## src/rtl/kclc_pkg.sv

```systemverilog
// Shared types and constants for the keypad code lock controller.
// Used by the core, the top level and the checker; depends on nothing.
package kclc_pkg;

    localparam int BLINK_TICKS_DEF = 62;
    localparam int CODE_KEYS_DEF   = 4;
    localparam int KEY_W           = 4;
    localparam int CODE_W          = 16;
    localparam int NUM_CODES       = 4;
    localparam logic [KEY_W-1:0] KEY_LIMIT = 4'd12;   // codes 12..15: no key

    localparam logic [15:0] ENTRY_TIMEOUT_RST   = 16'd10000;
    localparam logic [7:0]  DOOR_OPEN_TICKS_RST = 8'd5;
    localparam logic [15:0] LOCKOUT_TICKS_RST   = 16'd312;
    localparam logic [2:0]  MAX_ATTEMPTS_RST    = 3'd3;
    localparam logic [15:0] CODE_ZERO_RST       = 16'd4660;
    localparam logic [15:0] CODE_ONE_RST        = 16'd4112;
    localparam logic [15:0] CODE_TWO_RST        = 16'd10256;
    localparam logic [15:0] CODE_THREE_RST      = 16'd4867;

    // configuration register indexes
    localparam logic [2:0] REG_ENTRY_TIMEOUT   = 3'd0;
    localparam logic [2:0] REG_DOOR_OPEN_TICKS = 3'd1;
    localparam logic [2:0] REG_LOCKOUT_TICKS   = 3'd2;
    localparam logic [2:0] REG_MAX_ATTEMPTS    = 3'd3;
    localparam logic [2:0] REG_CODE_ZERO       = 3'd4;
    localparam logic [2:0] REG_CODE_ONE        = 3'd5;
    localparam logic [2:0] REG_CODE_TWO        = 3'd6;
    localparam logic [2:0] REG_CODE_THREE      = 3'd7;

    typedef enum logic [2:0] {
        EV_NONE        = 3'd0,
        EV_KEY_TAKEN   = 3'd1,
        EV_GRANTED     = 3'd2,
        EV_WRONG       = 3'd3,
        EV_LOCKOUT     = 3'd4,
        EV_TIMEOUT     = 3'd5,
        EV_DOOR_CLOSED = 3'd6,
        EV_LOCKOUT_END = 3'd7
    } event_t;

    typedef enum logic [2:0] {
        MODE_ENTRY = 3'b001,
        MODE_OPEN  = 3'b010,
        MODE_LOCK  = 3'b100
    } mode_t;

    typedef struct packed {
        logic spk;
        logic red;
        logic green;
        logic door;
    } levels_t;

    typedef struct packed {
        logic [15:0]                   entry_timeout;
        logic [7:0]                    door_open_ticks;
        logic [15:0]                   lockout_ticks;
        logic [2:0]                    max_attempts;
        logic [NUM_CODES-1:0][CODE_W-1:0] codes;
    } cfg_t;

    typedef struct packed {
        event_t      ev;
        logic [1:0]  user_index;
        logic [2:0]  digits_entered;
        logic [2:0]  attempts_used;
        levels_t     lv;
    } result_t;

endpackage

```

## src/rtl/kclc_core.sv

```systemverilog
// Lock state and per-request step logic: key collection, code compare,
// door and lockout phases. Depends on kclc_pkg.
module kclc_core import kclc_pkg::*; #(
    parameter int BLINK_TICKS = BLINK_TICKS_DEF,
    parameter int CODE_KEYS   = CODE_KEYS_DEF
) (
    input  logic             aclk,
    input  logic             aresetn,
    input  logic             step_en,
    input  logic             operation,
    input  logic [KEY_W-1:0] key_value,
    input  cfg_t             cfg,
    output result_t          result
);

    localparam int KCW = $clog2(CODE_KEYS + 1);
    localparam int BW  = (BLINK_TICKS > 1) ? $clog2(BLINK_TICKS) : 1;
    localparam logic [BW-1:0]  BLINK_LAST = BW'(BLINK_TICKS - 1);
    localparam logic [16:0]    BLINK_W17  = 17'(BLINK_TICKS);
    localparam logic [KCW-1:0] KEYS_FULL  = KCW'(CODE_KEYS);
    localparam logic [CODE_W-1:0] CODE_MASK = (CODE_KEYS >= 4) ? 16'hFFFF :
        CODE_W'((32'd1 << (4 * (CODE_KEYS % 4))) - 32'd1);

    mode_t                  mode_reg,  mode_next;
    // [0] is the newest key; the current key completes the four-key window
    logic [2:0][KEY_W-1:0]  keys_reg,  keys_next;
    logic [KCW-1:0]         cnt_reg,   cnt_next;
    logic [15:0]            idle_reg,  idle_next;
    logic [2:0]             wrong_reg, wrong_next;
    logic [15:0]            phase_reg, phase_next;
    logic [BW-1:0]          blink_reg, blink_next;
    levels_t                lv_reg,    lv_next;

    logic [KCW-1:0]    cnt_inc;
    logic [15:0]       idle_inc;
    logic [15:0]       phase_sat;
    logic [2:0]        wrong_inc;
    logic [CODE_W-1:0] entry_val;
    logic              found;
    logic [1:0]        found_idx;
    logic              blink_toggle;
    event_t            ev;
    logic [1:0]        user;

    assign cnt_inc   = cnt_reg + 1'b1;
    assign idle_inc  = (idle_reg == 16'hFFFF) ? idle_reg : idle_reg + 16'd1;
    assign phase_sat = (phase_reg == 16'hFFFF) ? phase_reg : phase_reg + 16'd1;
    assign wrong_inc = wrong_reg + 3'd1;
    assign entry_val = {keys_reg, key_value} & CODE_MASK;

    // first matching code register wins
    always_comb begin
        found     = 1'b0;
        found_idx = 2'd0;
        for (int i = NUM_CODES - 1; i >= 0; i--) begin
            if ((cfg.codes[i] & CODE_MASK) == entry_val) begin
                found     = 1'b1;
                found_idx = 2'(i);
            end
        end
    end

    // blink at phase zero, and at each period boundary with a full period left
    assign blink_toggle = (phase_reg == 16'd0) ||
        ((blink_reg == '0) && ({1'b0, phase_reg} + BLINK_W17 <= {1'b0, cfg.lockout_ticks}));

    always_comb begin
        mode_next  = mode_reg;
        keys_next  = keys_reg;
        cnt_next   = cnt_reg;
        idle_next  = idle_reg;
        wrong_next = wrong_reg;
        phase_next = phase_reg;
        blink_next = blink_reg;
        lv_next    = lv_reg;
        ev         = EV_NONE;
        user       = 2'd0;

        unique case (mode_reg)
            MODE_OPEN: begin
                if (!operation) begin
                    phase_next = phase_sat;
                    if (phase_sat >= {8'd0, cfg.door_open_ticks}) begin
                        phase_next = 16'd0;
                        lv_next    = '0;
                        mode_next  = MODE_ENTRY;
                        ev         = EV_DOOR_CLOSED;
                    end
                end
            end
            MODE_LOCK: begin
                if (!operation) begin
                    if (phase_reg >= cfg.lockout_ticks) begin
                        phase_next = 16'd0;
                        blink_next = '0;
                        lv_next    = '0;
                        mode_next  = MODE_ENTRY;
                        ev         = EV_LOCKOUT_END;
                    end else begin
                        if (blink_toggle) begin
                            lv_next.red = ~lv_reg.red;
                            lv_next.spk = ~lv_reg.spk;
                        end
                        phase_next = phase_reg + 16'd1;
                        blink_next = (blink_reg == BLINK_LAST) ? '0 : blink_reg + 1'b1;
                    end
                end
            end
            default: begin
                // entry mode; an illegal code also recovers here
                mode_next   = MODE_ENTRY;
                lv_next.red = 1'b0;
                if (!operation) begin
                    if (idle_reg != 16'd0) begin
                        idle_next = idle_inc;
                        if (idle_inc >= cfg.entry_timeout) begin
                            keys_next   = '0;
                            cnt_next    = '0;
                            idle_next   = 16'd0;
                            lv_next.red = 1'b1;
                            ev          = EV_TIMEOUT;
                        end
                    end
                end else if (key_value < KEY_LIMIT) begin
                    keys_next = {keys_reg[1], keys_reg[0], key_value};
                    if (cnt_reg == '0) begin
                        idle_next = 16'd1;
                    end
                    cnt_next = cnt_inc;
                    if (cnt_inc < KEYS_FULL) begin
                        ev = EV_KEY_TAKEN;
                    end else begin
                        keys_next  = '0;
                        cnt_next   = '0;
                        idle_next  = 16'd0;
                        phase_next = 16'd0;
                        blink_next = '0;
                        if (found) begin
                            user       = found_idx;
                            wrong_next = 3'd0;
                            mode_next  = MODE_OPEN;
                            lv_next    = '{spk: 1'b1, red: 1'b0, green: 1'b1, door: 1'b1};
                            ev         = EV_GRANTED;
                        end else if (wrong_inc >= cfg.max_attempts) begin
                            wrong_next = 3'd0;
                            mode_next  = MODE_LOCK;
                            lv_next    = '0;
                            ev         = EV_LOCKOUT;
                        end else begin
                            wrong_next  = wrong_inc;
                            lv_next.red = 1'b1;
                            ev          = EV_WRONG;
                        end
                    end
                end
            end
        endcase
    end

    always_ff @(posedge aclk) begin
        if (!aresetn) begin
            mode_reg  <= MODE_ENTRY;
            keys_reg  <= '0;
            cnt_reg   <= '0;
            idle_reg  <= 16'd0;
            wrong_reg <= 3'd0;
            phase_reg <= 16'd0;
            blink_reg <= '0;
            lv_reg    <= '0;
        end else if (step_en) begin
            mode_reg  <= mode_next;
            keys_reg  <= keys_next;
            cnt_reg   <= cnt_next;
            idle_reg  <= idle_next;
            wrong_reg <= wrong_next;
            phase_reg <= phase_next;
            blink_reg <= blink_next;
            lv_reg    <= lv_next;
        end
    end

    assign result.ev             = ev;
    assign result.user_index     = user;
    assign result.digits_entered = 3'(cnt_next);
    assign result.attempts_used  = wrong_next;
    assign result.lv             = lv_next;

endmodule

```

## src/rtl/keypad_code_lock_controller_unit.sv

```systemverilog
// Keypad code lock controller: one result for every request (key or tick).
// Each result is registered into the output register (via the skid register
// if the output is stalled). Throughput: one request per cycle while s_tready
// is high; the two-entry output buffer keeps s_tready high until skid is full.
// Reset: synchronous on aresetn low; entry mode, all counters and levels zero,
// configuration registers back to their defaults.
module keypad_code_lock_controller_unit import kclc_pkg::*; #(
    parameter int BLINK_TICKS = BLINK_TICKS_DEF,
    parameter int CODE_KEYS   = CODE_KEYS_DEF
) (
    input  logic        aclk,
    input  logic        aresetn,
    input  logic        s_tvalid,
    output logic        s_tready,
    input  logic [7:0]  s_tdata,    // [3:0] key_value, [7:4] zero
    input  logic [0:0]  s_tuser,    // [0] operation
    output logic        m_tvalid,
    input  logic        m_tready,
    output logic [15:0] m_tdata,    // [1:0] user_index, [4:2] digits_entered,
                                    // [7:5] attempts_used, [8] door_open,
                                    // [9] green_led, [10] red_led, [11] speaker
    output logic [2:0]  m_tuser,    // [2:0] event_res
    input  logic        cfg_valid,
    output logic        cfg_ready,
    input  logic [2:0]  cfg_index,
    input  logic [15:0] cfg_data
);

    cfg_t    cfg_reg;
    result_t res;
    result_t out_reg, skid_reg;
    logic    out_valid_reg, skid_valid_reg;
    logic    accept, out_free;

    assign cfg_ready = 1'b1;
    assign s_tready  = ~skid_valid_reg;
    assign accept    = s_tvalid & s_tready;
    assign out_free  = ~out_valid_reg | m_tready;

    always_ff @(posedge aclk) begin
        if (!aresetn) begin
            cfg_reg.entry_timeout   <= ENTRY_TIMEOUT_RST;
            cfg_reg.door_open_ticks <= DOOR_OPEN_TICKS_RST;
            cfg_reg.lockout_ticks   <= LOCKOUT_TICKS_RST;
            cfg_reg.max_attempts    <= MAX_ATTEMPTS_RST;
            cfg_reg.codes[0]        <= CODE_ZERO_RST;
            cfg_reg.codes[1]        <= CODE_ONE_RST;
            cfg_reg.codes[2]        <= CODE_TWO_RST;
            cfg_reg.codes[3]        <= CODE_THREE_RST;
        end else if (cfg_valid) begin
            unique case (cfg_index)
                REG_ENTRY_TIMEOUT:   cfg_reg.entry_timeout   <= cfg_data;
                REG_DOOR_OPEN_TICKS: cfg_reg.door_open_ticks <= cfg_data[7:0];
                REG_LOCKOUT_TICKS:   cfg_reg.lockout_ticks   <= cfg_data;
                REG_MAX_ATTEMPTS:    cfg_reg.max_attempts    <= cfg_data[2:0];
                REG_CODE_ZERO:       cfg_reg.codes[0]        <= cfg_data;
                REG_CODE_ONE:        cfg_reg.codes[1]        <= cfg_data;
                REG_CODE_TWO:        cfg_reg.codes[2]        <= cfg_data;
                REG_CODE_THREE:      cfg_reg.codes[3]        <= cfg_data;
                default: ;
            endcase
        end
    end

    kclc_core #(
        .BLINK_TICKS (BLINK_TICKS),
        .CODE_KEYS   (CODE_KEYS)
    ) u_core (
        .aclk      (aclk),
        .aresetn   (aresetn),
        .step_en   (accept),
        .operation (s_tuser[0]),
        .key_value (s_tdata[3:0]),
        .cfg       (cfg_reg),
        .result    (res)
    );

    // output register with skid entry behind it
    always_ff @(posedge aclk) begin
        if (!aresetn) begin
            out_valid_reg  <= 1'b0;
            skid_valid_reg <= 1'b0;
        end else if (out_free) begin
            if (skid_valid_reg) begin
                out_valid_reg  <= 1'b1;
                skid_valid_reg <= accept;
            end else begin
                out_valid_reg  <= accept;
            end
        end else if (accept) begin
            skid_valid_reg <= 1'b1;
        end
    end

    always_ff @(posedge aclk) begin
        if (out_free) begin
            if (skid_valid_reg) begin
                out_reg <= skid_reg;
                if (accept) begin
                    skid_reg <= res;
                end
            end else if (accept) begin
                out_reg <= res;
            end
        end else if (accept) begin
            skid_reg <= res;
        end
    end

    assign m_tvalid = out_valid_reg;
    assign m_tuser  = out_reg.ev;
    assign m_tdata  = {4'd0, out_reg.lv.spk, out_reg.lv.red, out_reg.lv.green,
                       out_reg.lv.door, out_reg.attempts_used, out_reg.digits_entered,
                       out_reg.user_index};

endmodule

```

## config.mk

```make
export PLATFORM = sky130hd
export DESIGN_NAME = keypad_code_lock_controller_unit
export DESIGN_NICKNAME = d
export VERILOG_FILES = /design/src/rtl/kclc_pkg.sv /design/src/rtl/kclc_core.sv /design/src/rtl/keypad_code_lock_controller_unit.sv
export SDC_FILE = /design/constraint.sdc
export NUM_CORES = 1
export LEC_CHECK = 0
export ABC_CLOCK_PERIOD_IN_PS = 3700
export BUFFER_PORTS_ARGS = -buffer_cell sky130_fd_sc_hd__buf_2
export CORE_AREA = 5 5 153 155
export DETAILED_ROUTE_END_ITERATION = 16
export DIE_AREA = 0 0 158 160
export HOLD_SLACK_MARGIN = 0.08
export PLACE_DENSITY = 0.81
export SLEW_MARGIN = 20
export SYNTH_ARGS = -nofsm -noshare
export SYNTH_HDL_FRONTEND = slang
export SYNTH_HIERARCHICAL = 1
export SYNTH_SLANG_ARGS = --single-unit
```

## constraint.sdc

```tcl
create_clock -name aclk -period 3.7 [get_ports aclk]
set_input_delay 0.185 -clock aclk [delete_from_list [all_inputs] [get_ports aclk]]
set_output_delay 0.185 -clock aclk [all_outputs]
set_load 0.02 [all_outputs]
```

==> flow_results.org, run 1 <==
** STA
- # setup viols final :: 1
- Number of max-slew violations in the final report :: 0
- Final clock skew :: 0.0132 ns
- Dividing the final minimum period by the clock period gives 1.01.
- On the final layout, the worst hold slack is 0.144 ns.
- The routed design could run at a clock period as short as 3.75 ns.
- For the pin with the worst max-slew slack, the measured transition is 1.11 ns.
- After layout, the worst setup slack is -0.0491 ns.
- FMAX :: 267 MHz
- The final count of hold timing violations is 0.
- RSZ-0062 raised after global routing :: true
- Measured against its own limit, the worst slew margin works out to 0.261.

** Synth
- In this run, synthesis inferred 30 flip-flops with an integrated enable.
- Counting flops and latches in the post-synthesis netlist gives 202.
- Avg Synthesized Cell Area :: 9.04 um2
- Ys Warns :: 6
- Of the post-synthesis cell area, the dominant cell type holds 0.285.
- Synth top area cells :: sky130_fd_sc_hd__dfxtp_1 (29%), sky130_fd_sc_hd__mux2i_1 (10%), sky130_fd_sc_hd__edfxtp_1 (7.5%)
- Asr flop ratio synth :: 0
- The number of different library cells used by synthesis comes to 89.
- Area leader, netlist :: sky130_fd_sc_hd__dfxtp_1
- The most used flip-flop cell after synthesis is sky130_fd_sc_hd__dfxtp_1.
- For this run, the register share of the synthesized area comes to 0.360.
- Area of the mapped netlist :: 12100 um2
- Post-Synthesis Cells :: 1335
- Most frequent cell after synthesis :: sky130_fd_sc_hd__nand2_1
- Synth top cells by count :: sky130_fd_sc_hd__nand2_1 (190), sky130_fd_sc_hd__dfxtp_1 (172), sky130_fd_sc_hd__mux2i_1 (123)

** Clocking
- In this run the number of H-tree levels came out at 1.
- The clock drives 202 sinks.
- CTS buffer count :: 23
- CTS Buffer Depth :: 3
- The tree is rooted in a sky130_fd_sc_hd__clkbuf_16.
- After clock tree synthesis, the clock-pin slew on the worst setup and hold paths is 0.06 ns.
- TritonCTS built the clock tree.
- Clock latency on the worst-skew pair, taken at its later pin, is 0.53 ns.

** Critical path
- The critical path in this run is classified as register to register.
- For the worst setup path, the data arrival time is 4.02 ns.
- Crit path cell chain :: ha_2, nand2_2, or3_4, o21ai_4, buf_6, nor2_1, xor2_1, ha_1, a211oi_2, o21a_1, o21ai_2, buf_4, a21oi_2, a31oi_1, a32o_2, mux2_2
- Grouping stages by cell kind, the critical path spends the most delay in compound AO/OA/AOI/OAI gates.
- Critical path fanouts, max :: 4
- Worst endpoint required time :: 3.97 ns
- Critical path's slowest cell :: sky130_fd_sc_hd__or3_4
- Kind of end point of the critical path :: register
- On the worst path, the slowest cell contributes a delay of 0.43 ns.
- The worst setup path is launched from a register.
- Number of buffer and inverter stages on the critical path :: 2

** Floorplan
- For this configuration, the core starts out at a cell density of 0.557.
- Core area :: 21700 um2
- The die is 160 um tall.
- In this run the core area contains 54 standard-cell rows.
- The die covers 25300 um2.
- Ports placed on the boundary :: 55
- In this run the horizontal extent of the chip is 158 um.

** Routing
- In this run, the number of DRC markers left after iteration 0 of detailed routing was 631.
- In the routed layout, each cell is associated on average with a via count of 5.89.
- In the final routed layout, each cell accounts on average for 18.2 um.
- Via count of the routed design :: 10000
- Drt pass-1 iters :: 6
- The final layout contains routed wiring with a total length of 30900 um.
- Remaining antenna violation count :: 0
- DRC Markers :: 0

** Power
- In this run the power density over the cells is 370 nW/um2.
- Power after layout :: 5.16 mW
- Leakage power figure :: 6.33 nW
- Peak supply drop :: 0.423 mV

** GRT
- Largest net degree at the start of global routing :: 65
- First-pass GRT wire length :: 50300 um
- Initial antenna violation count :: 0
- GRT Overall Usage :: 0.240
- The number of global-route vias before repair was 10000.
- Total global routing overflow :: 0

** Place
- Gpl congestion :: 0.919
- Once detailed placement completed, the half-perimeter wirelength came to 21700 um.
- Number of input and output port buffers inserted :: 45

** Layout
- Final layout net count :: 1508
- Number of antenna repair diodes :: 0
- Of the cells placed in the final design, the portion with a size suffix greater than 1 is 0.170.
- Relative to the synthesized area, the layout overhead comes to 15.4%.
- Number of flip-flops in the largest register :: 107

** Min path
- The path class of the tightest hold or removal check is input pin to register.

** Job
- Max-cap violations in this run came to 0.

** Run status
- Violations in the final reports :: setup timing
- Run status :: complete, but fails checks
[layout by cell type, fill, tap and decap left out, types with 15 or more instances in the layout]
cell type                       instances
sky130_fd_sc_hd__clkbuf_16             23
sky130_fd_sc_hd__mux2_2                15
sky130_fd_sc_hd__o21ai_0               36
sky130_fd_sc_hd__inv_1                 67
sky130_fd_sc_hd__nor4_1                27
sky130_fd_sc_hd__ha_1                  67
sky130_fd_sc_hd__buf_4                 69
sky130_fd_sc_hd__nand4_1               24
sky130_fd_sc_hd__dlygate4sd3_1         19
sky130_fd_sc_hd__a21oi_1               23
sky130_fd_sc_hd__buf_2                 44
sky130_fd_sc_hd__nand3_1               21
sky130_fd_sc_hd__xnor2_1               21
sky130_fd_sc_hd__xor2_1                83
sky130_fd_sc_hd__edfxtp_1              30
sky130_fd_sc_hd__nor2b_1               57
sky130_fd_sc_hd__nor3_1                17
sky130_fd_sc_hd__nor2_1                51
sky130_fd_sc_hd__nand2_1              189
sky130_fd_sc_hd__dfxtp_1              167
sky130_fd_sc_hd__mux2i_1              123
[cell type report]
type                    instances  area [um2]
clock buffers                  29         628
fillers                      1706        7750
flip-flops and latches        202        4350
well taps                     280         350
inverters                      67         251
clock inverters                11         201
repair buffers                135         971
multi-input cells             976        7180
[stage by stage]
stage                     utilization  setup WS, ns  TNS [ns]  area (um2)  instances
final                           0.643       -0.0491   -0.0491       13900       1700
after global routing            0.643        -0.121    -0.233       13900       1700
after CTS                       0.635       0.00951         0       13800       1697
after detailed placement        0.586        -0.155    -0.313       12700       1637
after global placement          0.586       0.00499         0       12700       1637
after floorplan                     -        0.0170         0       12100       1338
[cell families after synthesis]
family / share of synthesized area
simple gates: 0.210
flops: 0.360
compound gates: 0.105
buf+inv: 0.0607
mux: 0.116
xor+xnor: 0.0762
fa+ha+maj: 0.0725
other cells: 0.000622
[layer usage]
layer / GRT usage / part of all wire / vias to the layer above / wire length [um]
li1: - / - / 4780 / -
met1: 0.314 / 0.42 / 4807 / 13000
met2: 0.394 / 0.48 / 324 / 14800
met3: 0.0314 / 0.053 / 96 / 1650
met4: 0.107 / 0.043 / 0 / 1330
met5: 0 / 0 / - / 0
[worst register-to-register path, delay by kind of cell, from the launching register on]
| family | cells | cell delay (ns) |
|---|---|---|
| AO/OA/AOI/OAI | 7 | 1.29 |
| XOR/XNOR | 1 | 0.26 |
| adder cells (fa/ha/maj) | 2 | 0.49 |
| buffers and inverters | 2 | 0.32 |
| flip-flops | 1 | 0.33 |
| multiplexers | 1 | 0.27 |
| AND/OR/NAND/NOR | 3 | 0.54 |
[final timing paths]
kind                      start                end  slack (ns)  cells after the start
min reg2reg         cfg_reg[89]        cfg_reg[89]        0.46                      2
max          u_core/idle_reg[1]         m_tuser[0]       -0.05                     16
min                     s_tuser  u_core/cnt_reg[0]        0.14                      3
max reg2reg  u_core/idle_reg[1]         m_tuser[0]       -0.05                     16
[where the power goes]
part           total, mW  switching (mW)  internal [mW]
registers           2.30          0.0267           2.27
clock network       2.50           0.947           1.56
logic              0.361           0.224          0.138
total               5.16            1.20           3.97
[repair_timing]
item / 4_1_cts / 5_1_grt
gates resized for setup: 7 / 36
setup buffers: 1 / 3
pin swaps: 1 / 28
endpoints found under the setup margin: 5 / 34
endpoints found under the hold margin: 44 / 0
hold buffers: 19 / 0
(Power assumes the default switching activity.)
==> run 2: changes to the inputs <==
ABC_CLOCK_PERIOD_IN_PS = 3540   (was 3700)
CORE_AREA = 5 5 148 150   (was 5 5 153 155)
DIE_AREA = 0 0 153 155   (was 0 0 158 160)
PLACE_DENSITY = 0.82   (was 0.81)
clock period = 3.54 ns   (was 3.7 ns; I/O delays follow)
==> run 2 against run 1 <==
The run still ends with setup timing left. Combinational power up 9.1%. Largest cell class unchanged. Global-route usage grew 0.89 points. Hold slack improved by 0.042 ns. Via count up 1.2%. Utilization rose by 4.9 points.
==> flow_results.org, run 2 (synthesized netlist as in run 1, its figures left out) <==
** Run status
- The run finished, with violations left.
- Violations in the final reports :: setup timing

** Layout
- Number of antenna repair diodes :: 0 (unchanged)
- The area growth from synthesis to layout is 17.7%.
- The number of nets in the layout came to 1529 (+1.4%).
- The number of flip-flops in the largest register is 107 (unchanged).
- Most common cell after layout, fill and taps aside :: sky130_fd_sc_hd__nand2_1
- The fraction of layout instances using a drive strength above 1 came to 0.193 (+0.0231).
- The top cell types in the final layout, fill and taps aside, are sky130_fd_sc_hd__nand2_1 (187), sky130_fd_sc_hd__dfxtp_1 (166), sky130_fd_sc_hd__mux2i_1 (123), sky130_fd_sc_hd__buf_4 (86), sky130_fd_sc_hd__xor2_1 (84).

** Place
- The count of input and output buffers is 45 (unchanged).
- Place WS :: -0.110 ns (+0.0452 ns)
- Gpl congestion :: 0.941 (+2.4%)
- Final HPWL from detailed placement :: 21800 um (+0.11%)

** Critical path
- Kind of end point of the critical path :: register
- The worst setup path is of the register to register kind.
- Arrival time at the worst endpoint :: 3.92 ns (-0.10 ns)
- Worst endpoint required time :: 3.80 ns (-0.17 ns)
- Critical path fanouts, max :: 4 (unchanged)
- Nature of the critical path startpoint :: register

** Power
- Power after layout :: 5.23 mW (+1.3%)
- Peak supply drop :: 0.423 mV (about the same)
- The proportion of power drawn by combinational gates was 0.075 (+0.005).
- The part of the power in registers is 0.459 (+0.014).
- Part of the total power dissipated in the clock network :: 0.465 (-0.020)
- Leakage power figure :: 6.45 nW (+1.9%)
- Switching pwr :: 1.22 mW (+1.9%)
- The power per cell area was 368 nW/um2 (-0.60%).
- Net switching share of the total power :: 0.233 (+0.00129)
- The cell internal power dissipation is 4.01 mW (+1.2%).

** Clocking
- Number of levels in the clock H-tree :: 1 (unchanged)
- Cell at the root of the clock tree :: sky130_fd_sc_hd__clkbuf_16
- TritonCTS built the clock tree.
- CTS buffer count :: 23 (unchanged)
- CTS Buffer Depth :: 3 (unchanged)
- Clock transition at the registers of the reported paths :: 0.06 ns (about the same)
- The total number of clock tree sinks was 202 (unchanged).
- The clock latency reported for the late side of the worst-skew pair was 0.51 ns (-0.02 ns).

** STA
- Endpoints failing hold :: 0 (unchanged)
- Setup repair after global routing could not meet its margin everywhere.
- The post-route minimum period was 3.67 ns (-0.0832 ns).
- Slew Limit Headroom :: 0.281 (+0.0203)
- The final max-slew violation count is 0 (unchanged).
- Final period util :: 1.04 (+0.0223)
- The final worst slack was -0.126 ns (-0.0768 ns).
- The actual slew at the worst max-slew pin was 1.07 ns (-0.0328 ns).
- The achievable frequency came to 273 MHz (+2.3%).
- Final clock skew :: 0.0154 ns (+0.00224 ns)
- # setup viols final :: 5 (+4)

** Job
- The number of violations of the max-capacitance limit was 0 (unchanged).

** Routing
- Via count of the routed design :: 10100 (+1.2%)
- Starting DRC count in detailed routing :: 885 (+40%)
- DRC Markers :: 0 (unchanged)
- Total detailed-routing wirelength :: 31300 um (+1.6%)
- The via count normalized by instance count came to 5.90 (+0.23%).
- Routed wirelength normalized by instance count :: 18.3 um (+0.57%)
- Remaining antenna violation count :: 0 (unchanged)
- The total iterations of the first detailed-routing run came to 6 (unchanged).

** Min path
- Hold WC Path Type :: input pin to register

** Floorplan
- The effective utilization at floorplan is 0.587 (+0.0306).
- Die Span Y :: 155 um (-3.1%)
- The area of the core was 20600 um2 (-5.2%).
- The width of the chip came to 153 um (-3.2%).
- The number of primary I/O pins was 55 (unchanged).
- Number of placement rows :: 53 (-1.9%)
- The full die area is 23700 um2 (-6.2%).

** GRT
- Largest net degree at the start of global routing :: 67 (+3.1%)
- Met3 capacity usage during global routing :: 0.0381 (+0.00671)
- The number of global-route vias before repair was 9946 (-0.73%).
- Total global routing overflow :: 0 (unchanged)
- The global routing stage identified its most utilized layer as met2.
- Initial antenna violation count :: 0 (unchanged)
- The global-route met1 utilization is 0.314 (-0.000355).
- First-pass GRT wire length :: 49000 um (-2.6%)
- GRT Overall Usage :: 0.249 (+0.00886)
- Global-route met2 utilization :: 0.429 (+0.0343)
run 2: cell types whose count changed in the layout (fill, tap and decap cells not counted), moves of 3 or more:
cell                        previous run  this run
sky130_fd_sc_hd__o21ai_0              36        33
sky130_fd_sc_hd__buf_6                 2         5
sky130_fd_sc_hd__clkbuf_8              3         7
sky130_fd_sc_hd__nand3_2               1         5
sky130_fd_sc_hd__buf_4                69        86
sky130_fd_sc_hd__nand3_1              21        17
sky130_fd_sc_hd__bufinv_16             5         2
run 2: power by group through the flow:
| stage | Combinational, mW | Clock (mW) | Sequential, mW |
|---|---|---|---|
| after floorplan | 0.237 | 0 | 2.46 |
| after global placement | 0.344 | 0 | 2.45 |
| after detailed placement | 0.350 | 0 | 2.45 |
| after CTS | 0.372 | 2.46 | 2.40 |
| after global routing | 0.422 | 2.57 | 2.41 |
| final | 0.394 | 2.44 | 2.40 |
run 2: area by class of cell:
class                      instances  area, um2
clock inverter                     7       96.3
fill                            1535       6350
sequential                       202       4350
timing repair buffer             156       1160
inverter                          67        251
multi-input combinational        976       7320
clock buffer                      34        687
tap                              275        344
run 2: layer usage:
metal | part of all wire | wire length [um]
met4 | 0.043 | 1360
met1 | 0.41 | 13000
met5 | 0 | 0
met3 | 0.062 | 1940
met2 | 0.48 | 15100
run 2: path summary, 6_finish.rpt:
| check | cells after the start | from | end | slack, ns |
|---|---|---|---|---|
| max | 17 | u_core/idle_reg[0] | m_tuser[0] | -0.13 |
| max reg2reg | 17 | u_core/idle_reg[0] | m_tuser[0] | -0.13 |
| min reg2reg | 2 | cfg_reg[66] | cfg_reg[66] | 0.46 |
| min | 3 | s_tuser | u_core/cnt_reg[0] | 0.19 |
run 2: what timing repair did:
item,in CTS,in global routing
hold buffers,19,0
gates cloned,0,1
endpoints found under the setup margin,7,52
gates resized for setup,14,48
setup buffers,6,11
pin swaps,16,32
hold endpoints to repair,37,0
run 2: stage by stage:
stage / cells / hold WS [ns] / utilization / setup TNS [ns] / area [um2]
3_3_place_gp: 1640 / 0.445 / 0.623 / -0.0574 / 12800
4_1_cts: 1706 / 0.155 / 0.676 / 0 / 13900
2_1_floorplan: 1338 / 0.337 / - / 0 / 12100
6_report: 1717 / 0.186 / 0.691 / -0.258 / 14200
3_5_place_dp: 1640 / 0.450 / 0.623 / -0.374 / 12800
5_1_grt: 1717 / 0.182 / 0.691 / -2.24 / 14200
run 2: critical path, cell delays in order (launching register included):
cell                       delay [ns]
sky130_fd_sc_hd__dfxtp_2         0.37
sky130_fd_sc_hd__ha_4            0.15
sky130_fd_sc_hd__nand2_2         0.06
sky130_fd_sc_hd__or3_4           0.43
sky130_fd_sc_hd__o21ai_4         0.25
sky130_fd_sc_hd__buf_6           0.14
sky130_fd_sc_hd__nor2_2          0.04
sky130_fd_sc_hd__xor2_1          0.15
sky130_fd_sc_hd__ha_1            0.32
sky130_fd_sc_hd__a21oi_2         0.14
sky130_fd_sc_hd__o21bai_1        0.10
sky130_fd_sc_hd__a211oi_4        0.29
sky130_fd_sc_hd__o21ai_4         0.13
sky130_fd_sc_hd__buf_4           0.16
sky130_fd_sc_hd__nand2_2         0.06
sky130_fd_sc_hd__a31oi_1         0.10
sky130_fd_sc_hd__a32o_2          0.25
sky130_fd_sc_hd__mux2_4          0.27
==> run 3: changes to the inputs <==
CELL_PAD_IN_SITES_DETAIL_PLACEMENT = 1   (was default)
CELL_PAD_IN_SITES_GLOBAL_PLACEMENT = 1   (was default)
CORE_AREA = 2 2 162 164   (was 5 5 148 150)
DIE_AREA = 0 0 164 166   (was 0 0 153 155)
PLACE_DENSITY = 0.84   (was 0.82)
==> run 3 against run 2 <==
Power is 4.3% higher. Global-route usage grew 3.3 points. Fmax grew 0.45%. Sequential power barely moved. Final cell count rose by 4.6%. Hold slack got worse by 0.042 ns. Clock power grew 8.2%. First-iteration DRC count is 27% lower. Cell area is 2.1% higher. Die area rose by 15%. The flow still finishes with violations (setup timing).
==> flow_results.org, run 3 (synthesized netlist as in run 1, its figures left out) <==
** GRT
- Initial antenna violation count :: 0 (unchanged)
- Met1 GRT Util :: 0.343 (+0.0290)
- The wire length of the first global-routing pass is 61200 um (+25%).
- Largest net degree at the start of global routing :: 55 (-18%)
- The met2 track demand over resource came to 0.493 (+0.0642).
- After global routing, the most crowded layer is met2.
- GRT Overall Usage :: 0.282 (+0.0328)
- Total global routing overflow :: 0 (unchanged)
- Via count of the first global-routing pass :: 11200 (+12%)
- Met3 capacity usage during global routing :: 0.0395 (+0.00135)

** Place
- Number of input and output port buffers inserted :: 45 (unchanged)
- Place WS :: -0.198 ns (-0.0883 ns)
- Area after DPL :: 13000 um2 (+1.5%)
- Instance count after placement with tap cells included :: 1715 (+4.6%)
- Final HPWL from detailed placement :: 26200 um (+20%)
- Gpl congestion :: 0.879 (-6.6%)

** Floorplan
- The effective utilization at floorplan came to 0.471 (-0.116).
- Number of placement rows :: 59 (+11%)
- The width of the chip is 164 um (+7.2%).
- The chip height is 166 um (+7.1%).
- The full die area is 27200 um2 (+15%).
- Core area :: 25600 um2 (+25%)
- Ports placed on the boundary :: 55 (unchanged)

** STA
- Tightest Pin Transition :: 1.07 ns (-0.00460 ns)
- Final clock skew :: 0.0176 ns (+0.00218 ns)
- The post-route minimum period came to 3.65 ns (-0.0163 ns).
- The final-layout setup total negative slack was -0.173 ns (+0.0858 ns).
- The achievable frequency is 274 MHz (+0.45%).
- Setup repair after global routing could not meet its margin everywhere.
- The final worst slack is -0.110 ns (+0.0163 ns).
- Slew Limit Headroom :: 0.284 (+0.00309)
- Final period util :: 1.03 (-0.00460)
- Number of max-slew violations in the final report :: 0 (unchanged)
- Endpoints failing hold :: 0 (unchanged)
- # setup viols final :: 4 (-1)
- Final hold slack :: 0.143 ns (-0.0422 ns)

** Critical path
- Reg2reg setup slack :: -0.11 ns (+0.02 ns)
- The critical-path maximum fanout is 5 (+1).
- The endpoint identified for the worst register-to-register timing path is m_tdata[11].
- Critical path class :: register to register
- Worst endpoint required time :: 3.82 ns (+0.02 ns)
- Kind of end point of the critical path :: register
- Worst flop-to-flop path startpoint :: u_core/phase_reg[5]
- Count of cells along the worst register-to-register path :: 13 (-4)
- Arrival time at the worst endpoint :: 3.93 ns (about the same)
- The worst setup path is launched from a register.

** Routing
- The DRC violations left was 0 (unchanged).
- The total iterations of the first detailed-routing run was 4 (-2).
- Total detailed-routing wirelength :: 39100 um (+25%)
- The iteration-0 DRC count of the detailed router is 650 (-27%).
- Via count of the routed design :: 10500 (+3.3%)
- Via-per-instance ratio :: 5.83 (-1.3%)
- The routed wirelength normalized by instance count was 21.8 um (+19%).
- The post-route antenna net violation count is 0 (unchanged).

** Layout
- In the layout the commonest cells are sky130_fd_sc_hd__nand2_1 (187), sky130_fd_sc_hd__dfxtp_1 (161), sky130_fd_sc_hd__mux2i_1 (123), sky130_fd_sc_hd__buf_4 (101), sky130_fd_sc_hd__xor2_1 (84).
- Most common cell after layout, fill and taps aside :: sky130_fd_sc_hd__nand2_1
- The number of antenna diodes is 0 (unchanged).
- Number of flip-flops in the largest register :: 107 (unchanged)
- Post-layout util :: 0.567 (-0.125)
- The number of standard cells in the layout, taps in and fillers out is 1796 (+4.6%).
- Share of cells above drive strength 1 :: 0.209 (+0.0153)
- Relative to the synthesized area, the layout overhead comes to 20.2%.
- Final layout net count :: 1548 (+1.2%)
- Non-Filler Cell Area, Final :: 14500 um2 (+2.1%)

** Min path
- For hold timing, the worst endpoint is u_core/mode_reg[0].
- The cell depth of the worst hold path is 2 (-1).
- Startpoint of the most critical hold path :: aresetn
- The worst hold path belongs to the class input pin to register.

** Clocking
- Cell at the root of the clock tree :: sky130_fd_sc_hd__clkbuf_16
- The number of buffers between clock root and the deepest sink is 3 (unchanged).
- Worst skew pair latency :: 0.54 ns (+0.03 ns)
- TritonCTS built the clock tree.
- CTS buffer count :: 24 (+4.3%)
- The CTS H-tree depth was 1 (unchanged).
- CTS sink cnt :: 202 (unchanged)
- The clock input transition at the sequential cells of the worst setup and hold paths was 0.06 ns (about the same).

** Power
- The static leakage came to 6.62 nW (+2.6%).
- The overall power after layout was 5.46 mW (+4.3%).
- Power density over the cells :: 376 nW/um2 (+2.1%)
- Peak supply drop :: 0.360 mV (-15%)

** Run status
- Violations in the final reports :: setup timing
- The run finished, with violations left.

** Job
- The number of violations of the max-capacitance limit is 0 (unchanged).
[run 3: worst max path at each step]
stage / startpoint / depth (start not counted) / slack, ns / end
global placement: u_core/idle_reg[0] / 15 / -0.002 / m_tdata[3]
CTS: u_core/idle_reg[0] / 16 / 0.0009 / m_tdata[2]
finish: u_core/phase_reg[5] / 13 / -0.11 / m_tdata[11]
global route: u_core/phase_reg[2] / 17 / -0.30 / m_tdata[11]
floorplan: u_core/idle_reg[0] / 15 / 0.007 / m_tdata[3]
detailed placement: u_core/phase_reg[1] / 15 / -0.20 / m_tdata[11]
[run 3: repair_timing]
action / 4_1_cts / 5_1_grt
setup endpoints to repair: 13 / 54
pin swaps: 29 / 34
gates cloned: 0 / 1
hold buffers: 19 / 0
gates resized for setup: 33 / 51
hold endpoints to repair: 36 / 0
buffers inserted: 6 / 12
[run 3: power breakdown]
group | internal, mW | switching [mW]
sequential | 2.37 | 0.0311
clock | 1.61 | 1.03
combinational | 0.153 | 0.259
[run 3: cell type report]
cell class / count / area [um2]
inverter: 67 / 251
tap: 335 / 419
timing repair buffer: 174 / 1290
multi-input combinational: 976 / 7360
clock buffer: 33 / 707
fill: 2901 / 11100
clock inverter: 9 / 126
sequential: 202 / 4360
[run 3: worst max-delay path: stages (launching register included)]
cell,delay (ns)
sky130_fd_sc_hd__dfxtp_2,0.33
sky130_fd_sc_hd__nor3_4,0.28
sky130_fd_sc_hd__nand3_2,0.15
sky130_fd_sc_hd__buf_4,0.18
sky130_fd_sc_hd__xor2_1,0.14
sky130_fd_sc_hd__ha_1,0.33
sky130_fd_sc_hd__a211oi_1,0.29
sky130_fd_sc_hd__nor2_1,0.08
sky130_fd_sc_hd__a2111oi_1,0.56
sky130_fd_sc_hd__or3b_2,0.25
sky130_fd_sc_hd__a21oi_4,0.08
sky130_fd_sc_hd__a211o_1,0.28
sky130_fd_sc_hd__a21o_1,0.18
sky130_fd_sc_hd__mux2_2,0.26
[run 3: per-layer routing]
| metal | share of wire | wire length, um | vias to the layer above |
|---|---|---|---|
| met2 | 0.50 | 19600 | 262 |
| li1 | - | - | 4853 |
| met5 | 0 | 0 | - |
| met3 | 0.040 | 1550 | 128 |
| met4 | 0.046 | 1800 | 0 |
| met1 | 0.41 | 16200 | 5220 |
